===== config.mk =====
export PLATFORM = sky130hd
export DESIGN_NAME = rtch_front
export DESIGN_NICKNAME = d
export VERILOG_FILES = /design/src/hw/rtl/ray_triangle_closest_hit_assert.svh /design/src/hw/rtl/rtch_pkg.sv /design/src/hw/rtl/rtch_front.sv
export SDC_FILE = /design/constraint.sdc
export NUM_CORES = 1
export LEC_CHECK = 0
export BUFFER_PORTS_ARGS = -buffer_cell sky130_fd_sc_hd__buf_2
export CAP_MARGIN = 10
export CORE_AREA = 2 2 450 452
export DETAILED_ROUTE_END_ITERATION = 8
export DIE_AREA = 0 0 452 454
export GPL_TIMING_DRIVEN = 0
export MAX_ROUTING_LAYER = met4
export PLACE_DENSITY_LB_ADDON = 0.05
export SYNTH_ARGS = -nofsm -noshare
export SYNTH_HDL_FRONTEND = slang
export SYNTH_SLANG_ARGS = --single-unit

===== constraint.sdc =====
create_clock -name vclk -period 0.8
set_input_delay 0.08 -clock vclk [all_inputs]
set_output_delay 0.08 -clock vclk [all_outputs]
set_load 0.02 [all_outputs]

===== src/hw/rtl/ray_triangle_closest_hit_assert.svh =====
// Assertion macros shared by the ray / triangle closest-hit RTL.
`ifndef RAY_TRIANGLE_CLOSEST_HIT_ASSERT_SVH
`define RAY_TRIANGLE_CLOSEST_HIT_ASSERT_SVH

// Check prop at every rising edge outside reset.
`define RTCH_ASSERT(label, clk, rst, prop, msg) \
  label: assert property (@(posedge clk) disable iff (rst) (prop)) else $error(msg);

// Check that cond never holds outside reset.
`define RTCH_NEVER(label, clk, rst, cond, msg) \
  label: assert property (@(posedge clk) disable iff (rst) !(cond)) else $error(msg);

`endif


===== src/hw/rtl/rtch_pkg.sv =====
// ----------------------------------------------------------------------------
// rtch_pkg
// Types and constants shared by the ray / triangle closest-hit block.
// ----------------------------------------------------------------------------
`default_nettype none

package rtch_pkg;

  localparam int COMPONENT_BITS_DEF = 21;
  localparam int TAG_BITS_DEF       = 16;

  localparam int VEC_W   = 63;
  localparam int LIMIT_W = 31;
  localparam int TAG_W   = 16;
  localparam int T_INT   = 15;
  localparam int T_FRAC  = 16;
  localparam int W_FRAC  = 16;
  localparam int Q_W     = T_INT + T_FRAC;
  localparam int STEP_W  = $clog2(Q_W + 1);

  localparam int QUEUE_DEPTH = 2;

  localparam logic OP_LOAD = 1'b0;
  localparam logic OP_TEST = 1'b1;

  typedef struct packed {
    logic               action;
    logic [VEC_W-1:0]   ray_origin;
    logic [VEC_W-1:0]   ray_direction;
    logic [LIMIT_W-1:0] near_t;
    logic [LIMIT_W-1:0] far_t;
    logic [VEC_W-1:0]   vertex_a;
    logic [VEC_W-1:0]   vertex_b;
    logic [VEC_W-1:0]   vertex_c;
    logic [VEC_W-1:0]   normal_a;
    logic [VEC_W-1:0]   normal_b;
    logic [VEC_W-1:0]   normal_c;
    logic [TAG_W-1:0]   triangle_tag;
  } request_t;

  typedef struct packed {
    logic               hit;
    logic [LIMIT_W-1:0] hit_t;
    logic [VEC_W-1:0]   hit_normal;
    logic [TAG_W-1:0]   hit_tag;
  } result_t;

  // Handshake between the request queue and its neighbors.
  typedef struct packed {
    logic full;
    logic empty;
  } queue_status_t;

endpackage

`default_nettype wire


===== src/hw/rtl/rtch_front.sv =====
// ----------------------------------------------------------------------------
// rtch_front
// Accepts requests, classifies loads and tests and trims unused fields.
// ----------------------------------------------------------------------------
`default_nettype none

module rtch_front import rtch_pkg::*; #(
  parameter int COMPONENT_BITS = COMPONENT_BITS_DEF,
  parameter int TAG_BITS       = TAG_BITS_DEF
) (
  input  wire logic          push,
  input  wire request_t      request,
  output logic               full,
  input  wire queue_status_t q_status,
  output logic               q_wr,
  output request_t           q_data
);

  localparam int TAG_KEEP = (TAG_BITS < TAG_W) ? TAG_BITS : TAG_W;
  localparam logic [VEC_W-1:0] VEC_MASK =
    VEC_W'((65'(1) << (3 * COMPONENT_BITS)) - 65'(1));
  localparam logic [TAG_W-1:0] TAG_MASK =
    TAG_W'((33'(1) << TAG_KEEP) - 33'(1));

  assign full = q_status.full;
  assign q_wr = push && !q_status.full;

  always_comb begin
    q_data = '0;
    q_data.action = request.action;
    if (request.action == OP_LOAD) begin
      q_data.ray_origin    = request.ray_origin & VEC_MASK;
      q_data.ray_direction = request.ray_direction & VEC_MASK;
      q_data.near_t        = request.near_t;
      q_data.far_t         = request.far_t;
    end else begin
      q_data.vertex_a     = request.vertex_a & VEC_MASK;
      q_data.vertex_b     = request.vertex_b & VEC_MASK;
      q_data.vertex_c     = request.vertex_c & VEC_MASK;
      q_data.normal_a     = request.normal_a & VEC_MASK;
      q_data.normal_b     = request.normal_b & VEC_MASK;
      q_data.normal_c     = request.normal_c & VEC_MASK;
      q_data.triangle_tag = request.triangle_tag & TAG_MASK;
    end
  end

endmodule

`default_nettype wire


==> results.cfg <==
[setup_path]
cp.arrival_ns = 0.89
crit_fanout = 9
crit_required_ns = 0.72
crit_end = q_data[404]
crit_path_end_kind = output port
crit_start = request[582]
crit_type = input port to output port
crit_path_start_kind = input port

[routing]
antenna_left = 0
finalWirelength_mm = 111
drc_errors = 0
via_count = 9338
firstDrtPassIters = 4
drt_iter0_markers = 290
drt-vias-per-instance = 2.04
avgRoutedWirePerCell_um = 24.3

[timing]
max_slew_margin = 0.835
period_share = 1.21
finalCriticalPeriod_ns = 0.972
fmax_ghz = 1.03
finalHoldViolCount = 0
worst_pin_slew_ns = 0.248
rsz0062_at_grt = true
setup_slack_ns = -0.172
finalSetupViolCount = 484
maxSlewViolCount = 0

[floorplan]
rows = 165
start_util = 0.0198
fp.dieArea_um2 = 205000
fp.coreArea_um2 = 201000
die_x_um = 452
fp.dieH_um = 454
io_pins = 1171

[power_and_ir_drop]
peakVddDrop_mv = 0.138
power.density_nw_per_um2 = 610
p_leak_nw = 8.05

[synth]
synth_compound_area_frac = 0
synth_xor_area_frac = 0
synth_cell_types = 5
synth_area_um2 = 3980
syn_nets = 1235
synth_top_family_by_area = simple AND/OR/NAND/NOR gates
synth-simple-area-share = 0.916
seq_area_frac_synth = 0
yosysTopAreaCell = and2_1
ys_warn_count = 0
synthAdderAreaFrac = 0
synth_mux_area_frac = 0
syn_area_per_cell_um2 = 6.14
synthCells = 649
synth_top_area_share = 0.619
synth.area.top_cells = and2_1 62%, nor2b_1 30%, clkbuf_2 5.0%

[layout]
final_nets = 2423
fillers = 23800
seq_cells = 0
area_growth_pct = 323
ff_latch_area_um2 = 0
multiInputGateArea_um2 = 4330
drive_gt1_frac = 0.803
n_clock_buffer = 0
fin_cells = 4583

[placed_design]
dp_hpwl_mm = 105
dp.cells = 4490
dpl_worst_slack_ns = -1.03
portBuffers = 1169
gp_congestion = 0.871

[grt]
grt_usage = 0.104
grt_pass1_vias = 9490
grt.overflow.total = 0
grt_pass1_wl_mm = 130
grt_antenna_before_repair = 133
grt_max_degree = 11

[min_path]
min_path_type = input port to output port

[flow_run]
maxCapViolCount = 0

[outcome]
status = finished with violations
violations = setup timing

[cts]
post_cts.repair.setup_buffers = 0
cells in the mapped netlist:
cell type  number
clkbuf_2       40
buf_4           2
and2_1        394
nor2b_1       189
buf_2          24
power breakdown:
part	total [mW]	switching, mW	internal (mW)
registers	0	0	0
logic	10.3	5.60	4.67
clock network	0.0000124	0	0.0000124
per-stage QoR:
step / cell area [um^2] / hold WS [ns] / util / power, mW / TNS, ns
5_1_grt: 16800 / 0.438 / 0.0836 / 10.9 / -35.03
4_1_cts: 15800 / 0.431 / 0.0787 / 10.1 / -33.87
3_3_place_gp: 13200 / 0.428 / 0.0656 / 8.47 / -271.66
2_1_floorplan: 3980 / 0.238 / - / 3.49 / 0
3_5_place_dp: 13200 / 0.429 / 0.0656 / 8.37 / -267.78
6_report: 16800 / 0.427 / 0.0838 / 10.3 / -20.84
area by class of cell:
| class | count | share of cell area |
|---|---|---|
| well taps | 2672 | 0.199 |
| plain buffers | 66 | 0.0661 |
| multi-input cells | 583 | 0.257 |
| diodes | 76 | 0.0113 |
| repair buffers | 1186 | 0.467 |
worst max-delay path: stages:
cell       delay [ns]
clkbuf_16        0.18
buf_12           0.17
nor2b_4          0.23
buf_6            0.16
logic make-up after synthesis:
| family | count (synthesis) |
|---|---|
| buffers and inverters | 66 |
| and+or+nand+nor | 583 |
routing by layer:
layer	track usage	vias to the layer above	routed length [um]	part of all wire
met5	-	-	0	0
met4	0.00146	0	777	0.0070
met3	0.0356	84	9880	0.089
met2	0.194	640	59000	0.53
met1	0.111	4222	41500	0.37
li1	-	4392	-	-
placed cells by master, fill, tap and decap left out:
master / count
diode_2: 76
clkbuf_4: 37
buf_2: 810
clkbuf_16: 19
buf_12: 19
buf_16: 2
and2_4: 158
buf_4: 134
buf_6: 190
nor2b_2: 38
buf_8: 17
nor2b_1: 125
nor2b_4: 26
clkbuf_8: 24
and2_1: 236
timing repair:
| item | 4_1_cts | 5_1_grt |
|---|---|---|
| hold buffers | 0 | 0 |
| endpoints found under the setup margin | 582 | 579 |
| cloned | 14 | 3 |
| resized for setup | 744 | 284 |
| pin swaps | 3 | 3 |
how the worst min path moves through the flow:
stage | start | endpoint | cells past startpoint
3_5_place_dp | q_status[1] | q_wr | 3
5_1_grt | q_status[1] | q_wr | 3
4_1_cts | q_status[1] | q_wr | 3
6_report | request[582] | q_data[582] | 2
2_1_floorplan | q_status[1] | q_wr | 1
3_3_place_gp | request[582] | q_data[582] | 2
(Power assumes the default switching activity.)
