`src/hw/rtl/ray_triangle_closest_hit_assert.svh`:
```
// Assertion macros shared by the ray / triangle closest-hit RTL.
`ifndef RAY_TRIANGLE_CLOSEST_HIT_ASSERT_SVH
`define RAY_TRIANGLE_CLOSEST_HIT_ASSERT_SVH

// Check prop at every rising edge outside reset.
`define RTCH_ASSERT(label, clk, rst, prop, msg) \
  label: assert property (@(posedge clk) disable iff (rst) (prop)) else $error(msg);

// Check that cond never holds outside reset.
`define RTCH_NEVER(label, clk, rst, cond, msg) \
  label: assert property (@(posedge clk) disable iff (rst) !(cond)) else $error(msg);

`endif

```
`src/hw/rtl/rtch_pkg.sv`:
```
// ----------------------------------------------------------------------------
// rtch_pkg
// Types and constants shared by the ray / triangle closest-hit block.
// ----------------------------------------------------------------------------
`default_nettype none

package rtch_pkg;

  localparam int COMPONENT_BITS_DEF = 21;
  localparam int TAG_BITS_DEF       = 16;

  localparam int VEC_W   = 63;
  localparam int LIMIT_W = 31;
  localparam int TAG_W   = 16;
  localparam int T_INT   = 15;
  localparam int T_FRAC  = 16;
  localparam int W_FRAC  = 16;
  localparam int Q_W     = T_INT + T_FRAC;
  localparam int STEP_W  = $clog2(Q_W + 1);

  localparam int QUEUE_DEPTH = 2;

  localparam logic OP_LOAD = 1'b0;
  localparam logic OP_TEST = 1'b1;

  typedef struct packed {
    logic               action;
    logic [VEC_W-1:0]   ray_origin;
    logic [VEC_W-1:0]   ray_direction;
    logic [LIMIT_W-1:0] near_t;
    logic [LIMIT_W-1:0] far_t;
    logic [VEC_W-1:0]   vertex_a;
    logic [VEC_W-1:0]   vertex_b;
    logic [VEC_W-1:0]   vertex_c;
    logic [VEC_W-1:0]   normal_a;
    logic [VEC_W-1:0]   normal_b;
    logic [VEC_W-1:0]   normal_c;
    logic [TAG_W-1:0]   triangle_tag;
  } request_t;

  typedef struct packed {
    logic               hit;
    logic [LIMIT_W-1:0] hit_t;
    logic [VEC_W-1:0]   hit_normal;
    logic [TAG_W-1:0]   hit_tag;
  } result_t;

  // Handshake between the request queue and its neighbors.
  typedef struct packed {
    logic full;
    logic empty;
  } queue_status_t;

endpackage

`default_nettype wire

```
`src/hw/rtl/rtch_queue.sv`:
```
// ----------------------------------------------------------------------------
// rtch_queue
// Short request queue between the front and the back end.
// ----------------------------------------------------------------------------
`default_nettype none

module rtch_queue import rtch_pkg::*; (
  input  wire logic          clk,
  input  wire logic          rst,
  input  wire logic          wr,
  input  wire request_t      wr_data,
  input  wire logic          rd,
  output request_t           rd_data,
  output queue_status_t      status
);

  localparam int PTR_W = (QUEUE_DEPTH > 1) ? $clog2(QUEUE_DEPTH) : 1;
  localparam int CNT_W = $clog2(QUEUE_DEPTH + 1);

  request_t         slots [QUEUE_DEPTH];
  logic [PTR_W-1:0] wr_ptr;
  logic [PTR_W-1:0] rd_ptr;
  logic [CNT_W-1:0] count;

  logic do_wr;
  logic do_rd;

  assign status.full  = (count == CNT_W'(QUEUE_DEPTH));
  assign status.empty = (count == '0);
  assign do_wr = wr && !status.full;
  assign do_rd = rd && !status.empty;
  assign rd_data = slots[rd_ptr];

  always_ff @(posedge clk) begin
    if (rst) begin
      wr_ptr <= '0;
      rd_ptr <= '0;
      count  <= '0;
    end else begin
      if (do_wr) begin
        wr_ptr <= (wr_ptr == PTR_W'(QUEUE_DEPTH - 1)) ? '0 : wr_ptr + 1'b1;
      end
      if (do_rd) begin
        rd_ptr <= (rd_ptr == PTR_W'(QUEUE_DEPTH - 1)) ? '0 : rd_ptr + 1'b1;
      end
      unique case ({do_wr, do_rd})
        2'b10:   count <= count + 1'b1;
        2'b01:   count <= count - 1'b1;
        default: count <= count;
      endcase
    end
  end

  always_ff @(posedge clk) begin
    if (do_wr) begin
      slots[wr_ptr] <= wr_data;
    end
  end

endmodule

`default_nettype wire

```
`config.mk`:
```
export PLATFORM = sky130hd
export DESIGN_NAME = rtch_queue
export DESIGN_NICKNAME = d
export VERILOG_FILES = /design/src/hw/rtl/ray_triangle_closest_hit_assert.svh /design/src/hw/rtl/rtch_pkg.sv /design/src/hw/rtl/rtch_queue.sv
export SDC_FILE = /design/constraint.sdc
export NUM_CORES = 1
export LEC_CHECK = 0
export ABC_AREA = 1
export CAP_MARGIN = 20
export CORE_AREA = 2 2 458 460
export CTS_CLUSTER_DIAMETER = 80
export DETAILED_ROUTE_END_ITERATION = 12
export DIE_AREA = 0 0 460 462
export DONT_BUFFER_PORTS = 1
export MAX_ROUTING_LAYER = met4
export PLACE_DENSITY_LB_ADDON = 0.12
export SYNTH_ARGS = -nofsm -noshare
export SYNTH_HDL_FRONTEND = slang
export SYNTH_SLANG_ARGS = --single-unit
export TNS_END_PERCENT = 30
```
`constraint.sdc`:
```
create_clock -name clk -period 96.5 [get_ports clk]
set_clock_uncertainty 0.2 [all_clocks]
set_input_delay 24.125 -clock clk [delete_from_list [all_inputs] [get_ports clk]]
set_output_delay 24.125 -clock clk [all_outputs]
set_load 0.005 [all_outputs]
```
==> results.py <==
metrics = {
    "die": {
        "initial_utilization_pct": 20.4,
        "die_area_mm2": 0.213,
        "io_pins": 1172,
        "rows": 168,
        "coreArea_mm2": 0.208,
        "die_w_um": 460,
        "die_y_um": 462,
    },
    "placement": {
        "io_buffers": 0,
        "dpl.hpwl_um": 98300,
        "routabilityCongestion": 0.851,
        "post-place-ws_ns": 67.22,
        "dp.cells": 4536,
    },
    "route": {
        "wl_um": 132000,
        "detail-route-antenna-nets": 0,
        "viasPerCell": 3.77,
        "dr.pass1.iters": 7,
        "drc": 0,
        "num_vias": 18200,
        "drt_iter0_markers": 1239,
        "post_drt_wl_per_cell_um": 27.4,
    },
    "final_layout": {
        "seqCellArea_mm2": 0.0351,
        "multiInputGateArea_mm2": 0.00668,
        "fin_cells": 4835,
        "final_core_util_pct": 24.1,
        "area_growth_pct": 17.7,
        "layout-drive-gt1-share_pct": 38.8,
        "final_nets": 2548,
        "nFillCells": 21100,
    },
    "timing": {
        "worst_slew_pin_slew_ns": 1.08,
        "maxSlewViolCount": 0,
        "final-hold-violation-count": 0,
        "relSlewSlack_pct": 28.0,
        "fin_setup_tns_ns": 0,
        "fin_crit_ns": 29.46,
        "rsz0062_at_grt": "no",
        "finalSetupViolations": 0,
        "holdWs_ns": 0.299,
        "fin_ws_ns": 67.04,
        "post-route-period-util_pct": 30.5,
        "fmax_mhz": 33.9,
    },
    "critical_path": {
        "startpoint_type": "flip-flop",
        "r2r.worst_path.cells": 9,
        "cp_data_required_time_ns": 72.18,
        "arrival_ns": 5.13,
        "crit_fanout": 77,
        "end_kind": "output pin",
        "worstSetupPathType": "flip-flop to output pin",
    },
    "clock_tree": {
        "numCtsBuffers": 140,
        "h-tree-depth": 4,
        "post_cts_buffers": 0,
        "cts_tree": "done",
        "clk_latency_ns": 0.76,
        "cts.sinks": 1171,
        "hold_buffers": 0,
        "clock_path_buffers": 3,
        "clkTransAtPathRegs_ns": 0.05,
        "clk_root_buffer_cell": "clkbuf_16",
        "post_cts_resized": 0,
    },
    "synth": {
        "synthCells": 1854,
        "synth.top_cells.by_area": "edfxtp_1, mux2_2, buf_6, dfxtp_1, nor2_1",
        "yosysUniqueCellTypes": 12,
        "syn_nets": 2442,
        "synth.top_cell.area_share_pct": 82.3,
        "ys.warnings.count": 0,
        "synth_area_mm2": 0.0425,
        "synth_area_leader_cell": "edfxtp_1",
        "synth-seq-cells": 1171,
        "seq_area_frac_synth_pct": 82.5,
        "syn-mean-instance-area_um2": 23.0,
    },
    "flow_run": {
        "maxCapViolCount": 0,
    },
    "power": {
        "cellPowerDensity_mw_per_mm2": 26.2,
        "p_leak_uw": 0.0155,
        "peakVddDrop_v": 0.0000143,
    },
    "worst_hold_path": {
        "hp-class": "flip-flop to flip-flop",
        "worstHoldPathCells": 2,
    },
    "grt": {
        "antenna_found_initial": 37,
        "overflow": 0,
        "track_usage_pct": 12.2,
        "grt_start_max_net_pins": 162,
        "grt_pass1_vias": 19000,
        "grt_first_pass_wirelength_um": 171000,
    },
    "outcome": {
        "status": "completed",
    },
}
## sequential cells by signal (all words and copies together), names as in the netlist, named ones only
register	cells
count	2
slots	1166
wr_ptr	1
rd_ptr	1
## cell usage in the layout (no fill, tap or decap), types with 8 or more instances in the layout
cell type	netlist	layout
inv_6	0	9
diode_2	0	52
buf_4	0	24
nand2_1	8	8
clkbuf_16	0	140
clkinv_2	0	12
clkbuf_1	0	40
bufinv_16	0	8
nor2_1	14	13
mux2_2	583	583
edfxtp_1	1166	1166
inv_1	9	8
clkinv_1	0	19
## worst max-delay path: stages (launching register included)
cell and delay, ns:
dfxtp_4 0.68, buf_4 0.81, buf_4 0.71, buf_4 0.66, buf_4 0.81, mux2_2 0.44
## per-stage QoR
stage / power [uW] / cell area [um2]
after floorplan: 813 / 42500
after global placement: 826 / 45400
after detailed placement: 827 / 45500
after CTS: 1340 / 49900
after global routing: 1370 / 50100
final: 1310 / 50100
## kinds of logic (layout without fill, tap and decap cells)
| group | Yosys count | after routing | share of synthesized area [%] |
|---|---|---|---|
| other cells | 0 | 52 | 0 |
| mux | 583 | 583 | 15.4 |
| compound gates | 2 | 2 | 0.0235 |
| simple gates | 23 | 23 | 0.209 |
| buf+inv | 74 | 283 | 1.78 |
| fa+ha+maj | 1 | 1 | 0.0294 |
| flops | 1171 | 1171 | 82.5 |
## power by group
group          switching [uW]  total (uW)  internal [uW]
clock network             211         504            292
logic                     112         173           61.1
registers                13.1         637            623
## layout make-up
cell class | count | area share (%)
well taps | 2720 | 6.80
flip-flops and latches | 1171 | 70.1
clock buffers | 180 | 7.30
multi-input cells | 609 | 13.3
inverters | 9 | 0.0825
clock inverters | 65 | 1.49
diodes | 52 | 0.260
repair buffers | 29 | 0.590
## Yosys cell counts
cell      number
edfxtp_1    1166
inv_1          9
o21ai_0        1
nor2_1        14
nand2_1        8
nand4_1        1
buf_6         64
buf_2          1
mux2_2       583
ha_1           1
a21oi_1        1
dfxtp_1        5
## layer usage
layer  routed length [um]  GRT usage [%]  vias to the layer above  part of all wire [%]
li1                     -              -                     7698                     -
met1                43000           11.2                     9360                    33
met2                65300           19.8                     1008                    49
met3                21300           8.97                      178                    16
met4                 2730           3.53                        0                   2.1
met5                    0              -                        -                     0
## worst paths after layout
kind                                          endpoint  slack (ns)             startpoint
worst max-delay path                      rd_data[477]       67.04              flip-flop
worst min-delay path                         flip-flop        0.30    rd_ptr$_SDFFE_PP0P_
worst max register to register  slots[0][71]$_DFFE_PP_       91.02  count[0]$_SDFFE_PP0P_
worst min register to register               flip-flop        0.30    rd_ptr$_SDFFE_PP0P_
Power figures use the tool's default switching activity.
